===== config.mk =====
export PLATFORM = sky130hd
export DESIGN_NAME = encoder_period_speed_meter
export DESIGN_NICKNAME = d
export VERILOG_FILES = /design/src/design/epsm_pkg.sv /design/src/design/epsm_div.sv /design/src/design/encoder_period_speed_meter.sv
export SDC_FILE = /design/constraint.sdc
export NUM_CORES = 1
export LEC_CHECK = 0
export ABC_AREA = 1
export BUFFER_PORTS_ARGS = -buffer_cell sky130_fd_sc_hd__buf_2
export CORE_MARGIN = 8
export CORE_UTILIZATION = 50
export CTS_BUF_LIST = sky130_fd_sc_hd__clkbuf_4 sky130_fd_sc_hd__clkbuf_8 sky130_fd_sc_hd__clkbuf_16
export CTS_CLUSTER_SIZE = 30
export DETAILED_ROUTE_END_ITERATION = 7
export PLACE_DENSITY = 0.67
export SYNTH_ARGS = -nofsm -noshare
export SYNTH_HDL_FRONTEND = slang
export SYNTH_SLANG_ARGS = --single-unit
export TNS_END_PERCENT = 30

===== constraint.sdc =====
create_clock -name i_clk -period 16.35 [get_ports i_clk]
set_input_delay 0 -clock i_clk [delete_from_list [all_inputs] [get_ports i_clk]]
set_output_delay 0 -clock i_clk [all_outputs]
set_load 0.005 [all_outputs]

===== src/design/epsm_pkg.sv =====
package epsm_pkg;

    localparam int TIME_W = 16;
    localparam int REF_W  = 20;
    localparam int PPR_W  = 12;
    localparam int EPU_W  = 4;
    localparam int FREQ_W = 28;
    localparam int RPM_W  = 30;

    // shared divider: dividend and quotient width, divisor width
    localparam int DIV_W  = 30;
    localparam int DEN_W  = 28;
    localparam int STEP_W = $clog2(DIV_W + 1);

    localparam int MUL_A_W = 20;
    localparam int MUL_B_W = 16;
    localparam int PROD_W  = MUL_A_W + MUL_B_W;

    localparam logic [MUL_B_W-1:0] RPM_SCALE = 16'd600;
    localparam logic [EPU_W-1:0]   CNT_MAX   = 4'd15;

    typedef logic [1:0] t_cfg_idx;

    localparam t_cfg_idx REG_REF_CLOCK_HZ     = 2'd0;
    localparam t_cfg_idx REG_PULSES_PER_REV   = 2'd1;
    localparam t_cfg_idx REG_EDGES_PER_UPDATE = 2'd2;

endpackage


===== src/design/epsm_div.sv =====
module epsm_div
    import epsm_pkg::*;
(
    input  logic             i_clk,
    input  logic             i_rst_n,
    input  logic             i_start,
    input  logic [DIV_W-1:0] i_dividend,
    input  logic [DEN_W-1:0] i_divisor,
    output logic             o_done,
    output logic [DIV_W-1:0] o_quotient
);

    logic [DIV_W-1:0]  r_quo;
    logic [DEN_W-1:0]  r_rem;
    logic [DEN_W-1:0]  r_den;
    logic [STEP_W-1:0] r_step;
    logic              r_busy;
    logic              r_done;

    logic [DEN_W:0] w_trial;
    logic [DEN_W:0] w_diff;
    logic           w_ge;

    // one restoring step per cycle
    assign w_trial = {r_rem, r_quo[DIV_W-1]};
    assign w_diff  = w_trial - {1'b0, r_den};
    assign w_ge    = (w_trial >= {1'b0, r_den});

    always_ff @(posedge i_clk) begin
        if (!i_rst_n) begin
            r_busy <= 1'b0;
            r_done <= 1'b0;
            r_step <= '0;
        end else begin
            r_done <= 1'b0;
            if (i_start) begin
                r_quo  <= i_dividend;
                r_rem  <= '0;
                r_den  <= i_divisor;
                r_step <= STEP_W'(DIV_W);
                r_busy <= 1'b1;
            end else if (r_busy) begin
                r_rem  <= w_ge ? w_diff[DEN_W-1:0] : w_trial[DEN_W-1:0];
                r_quo  <= {r_quo[DIV_W-2:0], w_ge};
                r_step <= r_step - 1'b1;
                if (r_step == STEP_W'(1)) begin
                    r_busy <= 1'b0;
                    r_done <= 1'b1;
                end
            end
        end
    end

    assign o_done     = r_done;
    assign o_quotient = r_quo;

endmodule


===== src/design/encoder_period_speed_meter.sv =====
// encoder period speed meter
// input channel: i_in_valid / o_in_stall carry one edge item (channel number and
// 16-bit capture time). an item is taken when valid is high and stall is low.
// output channel: o_out_valid / i_out_stall carry one speed result item. the
// result sits in an output register until taken; the block goes on to the next
// edge item while it waits there.
// config channel: i_cfg_valid / o_cfg_ready with a register index and data,
// always ready; write only while the block is idle.
// an edge that does not complete an update leaves the block idle. an edge with a zero
// interval (or zero pulses per revolution) skips the arithmetic and gives an error result.
// a normal result takes two passes through one shared multiplier, then two passes
// through one radix-2 restoring divider (frequency first, then rpm). o_in_stall
// stays high from the accepted edge until the result leaves the sequencer.
// if the receiver stalls, a finished result waits in the sequencer until the
// output register is free, and no new edge is taken meanwhile.
// synchronous reset clears the per-channel edge times and counters, restores the
// register defaults and drops any pending result.
module encoder_period_speed_meter
    import epsm_pkg::*;
#(
    parameter int CHANNELS = 2
) (
    input  logic              i_clk,
    input  logic              i_rst_n,
    input  logic              i_in_valid,
    output logic              o_in_stall,
    input  logic              i_channel,
    input  logic [TIME_W-1:0] i_capture_time,
    output logic              o_out_valid,
    input  logic              i_out_stall,
    output logic              o_out_channel,
    output logic [TIME_W-1:0] o_interval_ticks,
    output logic [FREQ_W-1:0] o_freq_q8,
    output logic [RPM_W-1:0]  o_rpm_tenths,
    output logic              o_divide_error,
    input  logic              i_cfg_valid,
    output logic              o_cfg_ready,
    input  t_cfg_idx          i_cfg_index,
    input  logic [REF_W-1:0]  i_cfg_data
);

    typedef enum logic [2:0] {
        S_IDLE,
        S_NUM,
        S_DEN,
        S_FDIV,
        S_FWAIT,
        S_RDIV,
        S_RWAIT,
        S_FIN
    } t_state;

    t_state r_state;

    logic [REF_W-1:0]  r_ref;
    logic [PPR_W-1:0]  r_ppr;
    logic [EPU_W-1:0]  r_epu;

    logic [TIME_W-1:0] r_last [CHANNELS];
    logic [EPU_W-1:0]  r_cnt  [CHANNELS];

    logic              r_ch;
    logic [TIME_W-1:0] r_interval;
    logic [FREQ_W-1:0] r_freq;
    logic [RPM_W-1:0]  r_rpm;
    logic              r_err;
    logic [DIV_W-1:0]  r_num;
    logic [DEN_W-1:0]  r_den;

    logic              r_out_valid;
    logic              r_out_ch;
    logic [TIME_W-1:0] r_out_interval;
    logic [FREQ_W-1:0] r_out_freq;
    logic [RPM_W-1:0]  r_out_rpm;
    logic              r_out_err;

    logic              w_accept;
    logic              w_ch_ok;
    logic [TIME_W-1:0] w_last_sel;
    logic [EPU_W-1:0]  w_cnt_sel;
    logic [EPU_W-1:0]  w_cnt_inc;
    logic [EPU_W-1:0]  w_need;
    logic              w_emit;
    logic [TIME_W-1:0] w_interval;
    logic              w_err;
    logic              w_out_free;

    logic [MUL_A_W-1:0] w_mul_a;
    logic [MUL_B_W-1:0] w_mul_b;
    logic [PROD_W-1:0]  w_prod;

    logic              w_div_start;
    logic [DIV_W-1:0]  w_div_dividend;
    logic [DEN_W-1:0]  w_div_divisor;
    logic              w_div_done;
    logic [DIV_W-1:0]  w_div_quotient;

    assign w_accept   = i_in_valid && !o_in_stall;
    assign w_ch_ok    = (int'(i_channel) < CHANNELS);
    assign w_out_free = !r_out_valid || !i_out_stall;

    always_comb begin
        w_last_sel = '0;
        w_cnt_sel  = '0;
        for (int i = 0; i < CHANNELS; i++) begin
            if (int'(i_channel) == i) begin
                w_last_sel = r_last[i];
                w_cnt_sel  = r_cnt[i];
            end
        end
    end

    assign w_cnt_inc  = (w_cnt_sel == CNT_MAX) ? CNT_MAX : w_cnt_sel + 1'b1;
    assign w_need     = (r_epu == '0) ? EPU_W'(1) : r_epu;
    assign w_emit     = (w_cnt_inc >= w_need);
    assign w_interval = i_capture_time - w_last_sel;
    assign w_err      = (w_interval == '0) || (r_ppr == '0);

    // shared multiplier
    always_comb begin
        if (r_state == S_NUM) begin
            w_mul_a = r_ref;
            w_mul_b = RPM_SCALE;
        end else begin
            w_mul_a = MUL_A_W'(r_ppr);
            w_mul_b = r_interval;
        end
    end

    assign w_prod = PROD_W'(w_mul_a) * PROD_W'(w_mul_b);

    assign w_div_start    = (r_state == S_FDIV) || (r_state == S_RDIV);
    assign w_div_dividend = (r_state == S_FDIV) ? DIV_W'({r_ref, 8'd0}) : r_num;
    assign w_div_divisor  = (r_state == S_FDIV) ? DEN_W'(r_interval) : r_den;

    epsm_div u_div (
        .i_clk      (i_clk),
        .i_rst_n    (i_rst_n),
        .i_start    (w_div_start),
        .i_dividend (w_div_dividend),
        .i_divisor  (w_div_divisor),
        .o_done     (w_div_done),
        .o_quotient (w_div_quotient)
    );

    always_ff @(posedge i_clk) begin
        if (!i_rst_n) begin
            r_ref <= REF_W'(32768);
            r_ppr <= PPR_W'(48);
            r_epu <= EPU_W'(2);
        end else if (i_cfg_valid && o_cfg_ready) begin
            case (i_cfg_index)
                REG_REF_CLOCK_HZ:     r_ref <= i_cfg_data;
                REG_PULSES_PER_REV:   r_ppr <= i_cfg_data[PPR_W-1:0];
                REG_EDGES_PER_UPDATE: r_epu <= i_cfg_data[EPU_W-1:0];
                default: ;
            endcase
        end
    end

    always_ff @(posedge i_clk) begin
        if (!i_rst_n) begin
            r_state     <= S_IDLE;
            r_out_valid <= 1'b0;
            for (int i = 0; i < CHANNELS; i++) begin
                r_last[i] <= '0;
                r_cnt[i]  <= '0;
            end
        end else begin
            if (r_out_valid && !i_out_stall && (r_state != S_FIN)) begin
                r_out_valid <= 1'b0;
            end
            case (r_state)
                S_IDLE: begin
                    if (w_accept && w_ch_ok) begin
                        for (int i = 0; i < CHANNELS; i++) begin
                            if (int'(i_channel) == i) begin
                                r_last[i] <= i_capture_time;
                                r_cnt[i]  <= w_emit ? '0 : w_cnt_inc;
                            end
                        end
                        r_ch       <= i_channel;
                        r_interval <= w_interval;
                        r_err      <= w_err;
                        r_freq     <= '0;
                        r_rpm      <= '0;
                        if (w_emit) begin
                            r_state <= w_err ? S_FIN : S_NUM;
                        end
                    end
                end
                S_NUM: begin
                    r_num   <= w_prod[DIV_W-1:0];
                    r_state <= S_DEN;
                end
                S_DEN: begin
                    r_den   <= w_prod[DEN_W-1:0];
                    r_state <= S_FDIV;
                end
                S_FDIV: begin
                    r_state <= S_FWAIT;
                end
                S_FWAIT: begin
                    if (w_div_done) begin
                        r_freq  <= w_div_quotient[FREQ_W-1:0];
                        r_state <= S_RDIV;
                    end
                end
                S_RDIV: begin
                    r_state <= S_RWAIT;
                end
                S_RWAIT: begin
                    if (w_div_done) begin
                        r_rpm   <= w_div_quotient[RPM_W-1:0];
                        r_state <= S_FIN;
                    end
                end
                S_FIN: begin
                    if (w_out_free) begin
                        r_out_valid    <= 1'b1;
                        r_out_ch       <= r_ch;
                        r_out_interval <= r_interval;
                        r_out_freq     <= r_freq;
                        r_out_rpm      <= r_rpm;
                        r_out_err      <= r_err;
                        r_state        <= S_IDLE;
                    end
                end
                default: begin
                    r_state <= S_IDLE;
                end
            endcase
        end
    end

    assign o_in_stall       = (r_state != S_IDLE);
    assign o_cfg_ready      = 1'b1;
    assign o_out_valid      = r_out_valid;
    assign o_out_channel    = r_out_ch;
    assign o_interval_ticks = r_out_interval;
    assign o_freq_q8        = r_out_freq;
    assign o_rpm_tenths     = r_out_rpm;
    assign o_divide_error   = r_out_err;

endmodule


### Yosys cells after proc, flatten, opt, wreduce, memory -nomap -nowiden

Memories as Yosys holds them, arrays and structs flattened.
Cells that the tools add are included.

| storage, ports and cells | value |
|---|---|
| register bits after elaboration | 343 |
| bits in writable memories | 40 |
| output and inout bits | 79 |
| memories kept | 2 |

| operators by class | value |
|---|---|
| $add $sub $neg | 4 |
| multiply operators | 1 |
| magnitude comparators | 2 |
| equal/unequal tests | 17 |
| muxes and demuxes | 50 |
| bitwise operators | 6 |
| reductions and logical operators | 32 |

Memory list:

| name | words | bits a word | read ports | clocked after Yosys merged registers in | write ports | line | text |
|---|---|---|---|---|---|---|---|
| r_last | 2 | 16 | 2 | 0 | 2 | encoder_period_speed_meter.sv:59 | `logic [TIME_W-1:0] r_last [CHANNELS];` |
| r_cnt | 2 | 4 | 2 | 0 | 2 | encoder_period_speed_meter.sv:60 | `logic [EPU_W-1:0] r_cnt [CHANNELS];` |

Operators with widths:

| kind | number |
|---|---|
| $mux W30 | 5 |
| $mux W28 | 4 |
| $mux W16 | 5 |
| $pmux W30 S2 | 1 |
| $pmux W28 S2 | 1 |
| $mul A20 B16 Y30 | 1 |
| $ge A29 B28 Y1 | 1 |
| $sub A28 B28 Y28 | 1 |
| $mux W4 | 6 |
| $pmux W3 S8 | 1 |
| $mux W20 | 1 |
| $mux W1 | 18 |
| $mux W3 | 6 |
| $logic_not A16 Y1 | 1 |
| $sub A16 B16 Y16 | 1 |
| $reduce_and A2 Y1 | 7 |
| $eq A3 B3 Y1 const B | 4 |
| $logic_not A12 Y1 | 1 |
| $mux W5 | 2 |
| $reduce_and A4 Y1 | 2 |
| $eq A3 B2 Y1 const B | 2 |
| $ne A2 B2 Y1 const B | 3 |
| $reduce_and A3 Y1 | 2 |
| $reduce_bool A2 Y1 | 3 |
| 22 further kinds | 33 |

### Longest topological paths before layout

An unclocked memory read counts as a cell.

| depth | value |
|---|---|
| word-level depth | 9 |
| mapped depth | 33 |

### Modules after synthesis

Synthesis repeated with hierarchy kept, for this count alone.

| second synthesis, totals | value |
|---|---|
| cells, all modules | 2,981 |
| area, all modules | 26,944.6 sq um |

By module, submodules not included:

| module | instances | cells an instance | area each (sq um) | sequential area each (sq um) |
|---|---|---|---|---|
| encoder_period_speed_meter | 1 | 2,122 | 20,728.6 | 8,308.0 |
| epsm_div | 1 | 859 | 6,216.0 | 2,722.6 |

### Worst setup path before layout

No wires, ideal clock.

| timing path | value |
|---|---|
| kind | reg2reg |
| from | register r_state[1] |
| to | register r_num[29] (data pin) |
| data arrival time | 5.802 ns |
| path slack | 10.288 ns |
| stages on the path, launching flop included | 27 |
| period minus slack after synthesis | 6.062 ns |
| cell sequence | dfxtp_1 -> nor2_1 -> inv_1 -> nor2_4 -> inv_1 -> buf_2 -> buf_1 -> nand2_1 -> inv_1 -> nand2_1 -> fa_1 -> inv_1 -> fa_1 -> inv_1 -> fa_1 -> fa_1 -> inv_1 -> fa_1 -> inv_1 -> fa_1 -> inv_1 -> ha_1 -> nand2_1 -> o21ai_0 -> a221oi_1 -> o211ai_1 -> xnor2_1 |

| between the ends | value |
|---|---|
| word-level cells in the longest chain between the ends | 3 |
| elaborated cells on any way between the ends | 4 |
| classes of those cells | mul: 1; eq/ne: 1; mux: 2 |

Ends and longest elaborated chain:

| item | line | text |
|---|---|---|
| start: declaration | encoder_period_speed_meter.sv:53 | `t_state r_state;` |
| start signal: assignment | encoder_period_speed_meter.sv:188 | `r_state <= w_err ? S_FIN : S_NUM;` |
| $eq A3 B1 Y1 * | encoder_period_speed_meter.sv:121 | `if (r_state == S_NUM) begin` |
| $mux W20 / $mux W16 (equally long branches) | encoder_period_speed_meter.sv:121 |  |
| $mul A20 B16 Y30 * | encoder_period_speed_meter.sv:130 | `assign w_prod = PROD_W'(w_mul_a) * PROD_W'(w_mul_b);` |
| via w_prod[29] | encoder_period_speed_meter.sv:90 | `logic [PROD_W-1:0] w_prod;` |
| end signal: assignment | encoder_period_speed_meter.sv:193 | `r_num <= w_prod[DIV_W-1:0];` |
| end: declaration | encoder_period_speed_meter.sv:67 | `logic [DIV_W-1:0] r_num;` |

Mark *: on every way through the listed nets, which the timed path passes. The rest lies on a longest branch.
A chain may end at the register's enable or synchronous reset.

### Final worst setup path

| timing path | value |
|---|---|
| from | register r_state[0] |
| to | register r_den[24] (data pin) |

| between the ends | value |
|---|---|
| word-level cells in the longest chain between the ends | 3 |
| elaborated cells on any way between the ends | 4 |
| classes of those cells | mul: 1; eq/ne: 1; mux: 2 |

Ends and longest elaborated chain:

| item | line | text |
|---|---|---|
| $eq A3 B1 Y1 * | encoder_period_speed_meter.sv:121 |  |
| $mux W20 / $mux W16 (equally long branches) | encoder_period_speed_meter.sv:121 |  |
| $mul A20 B16 Y30 * | encoder_period_speed_meter.sv:130 |  |
| via w_prod[24] | encoder_period_speed_meter.sv:90 |  |
| end signal: assignment | encoder_period_speed_meter.sv:197 | `r_den <= w_prod[DEN_W-1:0];` |
| end: declaration | encoder_period_speed_meter.sv:68 | `logic [DEN_W-1:0] r_den;` |

Marks and branches as above.

==> flow_summary.toml <==
[floorplanning]
die_height_um = 244
rows = 83
die_w_um = 244
core_area_sq_um = 51300
num_io_pins = 123
die_area_sq_um = 59300
start_util_pct = 50.5

[finish]
n_fill_cell = 4553
layout.nets = 3336
drive_gt1_share_pct = 8.73
area_delta_synth_final_pct = 13.8
antenna_cells = 0

[synthesis]
synth_edf_count = 336
synth_flop_cell = "edfxtp_1"
synthArstFlopShare_pct = 0
yosys_warnings = 0
synth_cells = 2669
synth_seq_cells = 383
synth_cell_type_count = 52
ys_seq_area_share_pct = 42.6
synth_area_sq_um = 25900
syn_avg_cell_area_sq_um = 9.70

[grt]
grt_overflow = 0
grt_start_max_net_pins = 55
antenna_found_initial = 0
grt_pass1_wl_um = 109000
grt.total_usage_pct = 23.6
grt_pass1_vias = 19563

[worst_setup_path]
critPathRequiredTime_ps = 16640
slowest_delay_ps = 750
path_class = "reg2reg"
cpMaxStageDelayCell = "nor2_4"
crit_path_max_fanout = 33
worstSetupStartpointType = "register"
crit_family = "adder cells"
arrival_ps = 8620
cp-end-kind = "register"
cpMostUsedCell = "inv_1"
worst-path-buf-inv = 9

[timing]
slew_headroom_pct = 25.7
final-setup-viol-count = 0
fin_setup_tns_ps = 0
hold_violations = 0
slew_viol_final = 0
setup_ws_ps = 8020
skew_ps = 33.6
rsz0062_at_grt = "no"
max_freq_ghz = 0.120
timing.final.crit_share_pct = 50.9
period_needed_ps = 8330
tightest_slew_ps = 1110
hold-worst-slack_ps = 57.6

[routing]
drt_iter0_drc = 1258
drt_first_pass_iters = 5
vias = 18780
drc = 0
wire_per_inst_um = 19.2
vias_per_cell = 5.16
drt_wl_total_um = 69700
ant_nets = 0

[min_path]
hold_path.class = "in2reg"

[clocking]
clk_root_buffer_cell = "clkbuf_16"
max-clock-path-buffers = 3
tritoncts = "yes"
cts_num_sinks = 383
postCtsHoldBufs = 49
cts_buffers = 41
cts_max_level = 2
post-cts-setup-buffers = 0
post_cts_resized = 0
clkTransAtPathRegs_ps = 60
clk_latency_ps = 570

[job]
cap_violations = 0

[placement]
gp_congestion = 0.965
pre_cts_ws_ps = 8230
port_buffers = 121
dp_hpwl_um = 56000

[status]
status = "complete, no violations"
routing by layer:
layer / part of all wire, % / track usage [%]
met1: 41 / 29.5
met3: 6.3 / 4.55
met2: 49 / 40.6
met5: 0 / 0
met4: 3.6 / 8.31
through the flow:
| step | std cells | utilization [%] | cell area, sq um |
|---|---|---|---|
| 2_1_floorplan | 2743 | - | 26200 |
| 3_3_place_gp | 3512 | 53.8 | 27600 |
| 3_5_place_dp | 3512 | 53.8 | 27600 |
| 4_1_cts | 3637 | 57.5 | 29500 |
| 5_1_grt | 3637 | 57.5 | 29500 |
| 6_report | 3637 | 57.5 | 29500 |
flip-flops by register name (all words and copies together), names as in the netlist, 30 cells and up:
name	flops
r_rpm	30
o_rpm_tenths	30
u_div.o_quotient	30
r_num	30
r_last	32
cells by family (layout without fill, tap and decap cells):
family | after synthesis | after routing | synth area share [%]
and+or+nand+nor | 895 | 895 | 14.0
buffers and inverters | 629 | 843 | 9.32
DFF | 383 | 383 | 42.6
adders and majority gates | 368 | 368 | 24.7
AOI/OAI and AO/OA | 325 | 325 | 7.03
xor gates and xnor gates | 54 | 54 | 1.83
muxes | 13 | 13 | 0.502
other | 2 | 76 | 0.0290
synthesized netlist by cell type, types with 2 or more instances:
cell type	number	area [sq um]
or2_2	7	43.8
a21boi_0	2	15.0
o31ai_1	2	15.0
nand2_2	3	18.8
inv_1	571	2140
buf_2	6	30.0
clkbuf_1	33	124
a31oi_1	5	31.3
buf_8	3	45.0
o21a_1	5	37.5
o21ai_0	115	576
xor2_1	29	254
o211ai_1	4	30.0
conb_1	2	7.51
mux2i_1	13	130
o21ai_1	29	145
o21bai_1	6	45.0
nor3_1	21	105
a21o_1	7	52.6
o22ai_1	20	125
nand3_1	61	305
nand2_1	401	1510
a21oi_1	110	551
ha_1	129	1610
fa_1	239	4780
clkinv_1	6	22.5
edfxtp_1	336	10100
xnor2_1	25	219
nand4_1	21	131
buf_1	7	26.3
nor2_1	363	1360
a21oi_2	12	105
o21ai_4	2	32.5
nor4_1	7	43.8
nand3b_1	4	30.0
dfxtp_1	47	941
area by class of cell:
type	count	area (sq um)	share of cell area, %
clock buffer	55	1160	3.94
clock inverter	21	245	0.832
inverter	578	2170	7.36
multi-input combinational	1731	12800	43.4
sequential	383	11000	37.4
tap	680	851	2.89
timing repair buffer	189	1240	4.20
placed cells by master, fill, tap and decap left out, types with 4 or more instances in the layout:
cell	n
clkbuf_4	9
o22ai_1	20
nor2_1	358
nand3_1	61
clkinv_2	7
nor3_1	17
o21ai_0	112
o21a_1	5
fa_1	239
edfxtp_1	336
xor2_1	29
o211ai_1	4
clkbuf_16	41
buf_2	121
or2_2	7
a21o_1	7
mux2i_1	13
buf_4	19
nand2_1	401
clkinvlp_4	6
clkinv_1	7
dfxtp_1	47
inv_1	571
nor4_1	7
nand3b_1	4
xnor2_1	25
nor3_2	4
conb_1	76
o21ai_1	31
clkbuf_8	5
o21bai_1	6
a21oi_1	110
dlygate4sd3_1	49
a31oi_1	5
ha_1	129
nand4_1	21
a21oi_2	12
nor2_2	5
worst register-to-register path: cells and delay by family (launching register included):
kind,cells,cell delay (ps)
and+or+nand+nor,5,1580
buffers and inverters,9,1150
AOI/OAI and AO/OA,6,1410
adders and majority gates,7,3420
DFF,1,350
xor gates and xnor gates,1,120
worst paths after layout:
kind                                               from                       to  slack, ps  cells past startpoint
worst max-delay path            r_state[0]$_SDFFE_PN0P_      r_den[24]$_DFFE_PP_       8020                     28
worst min-delay path                         i_in_valid  r_state[0]$_SDFFE_PN0P_         60                      7
worst max register to register  r_state[0]$_SDFFE_PN0P_      r_den[24]$_DFFE_PP_       8020                     28
worst min register to register  r_freq[4]$_SDFFCE_PN0P_   o_freq_q8[4]$_DFFE_PP_        390                      0
Power is left out: the tool's default activity adds up to more than one toggle a clock period on the data nets, which glitch-free logic cannot reach.
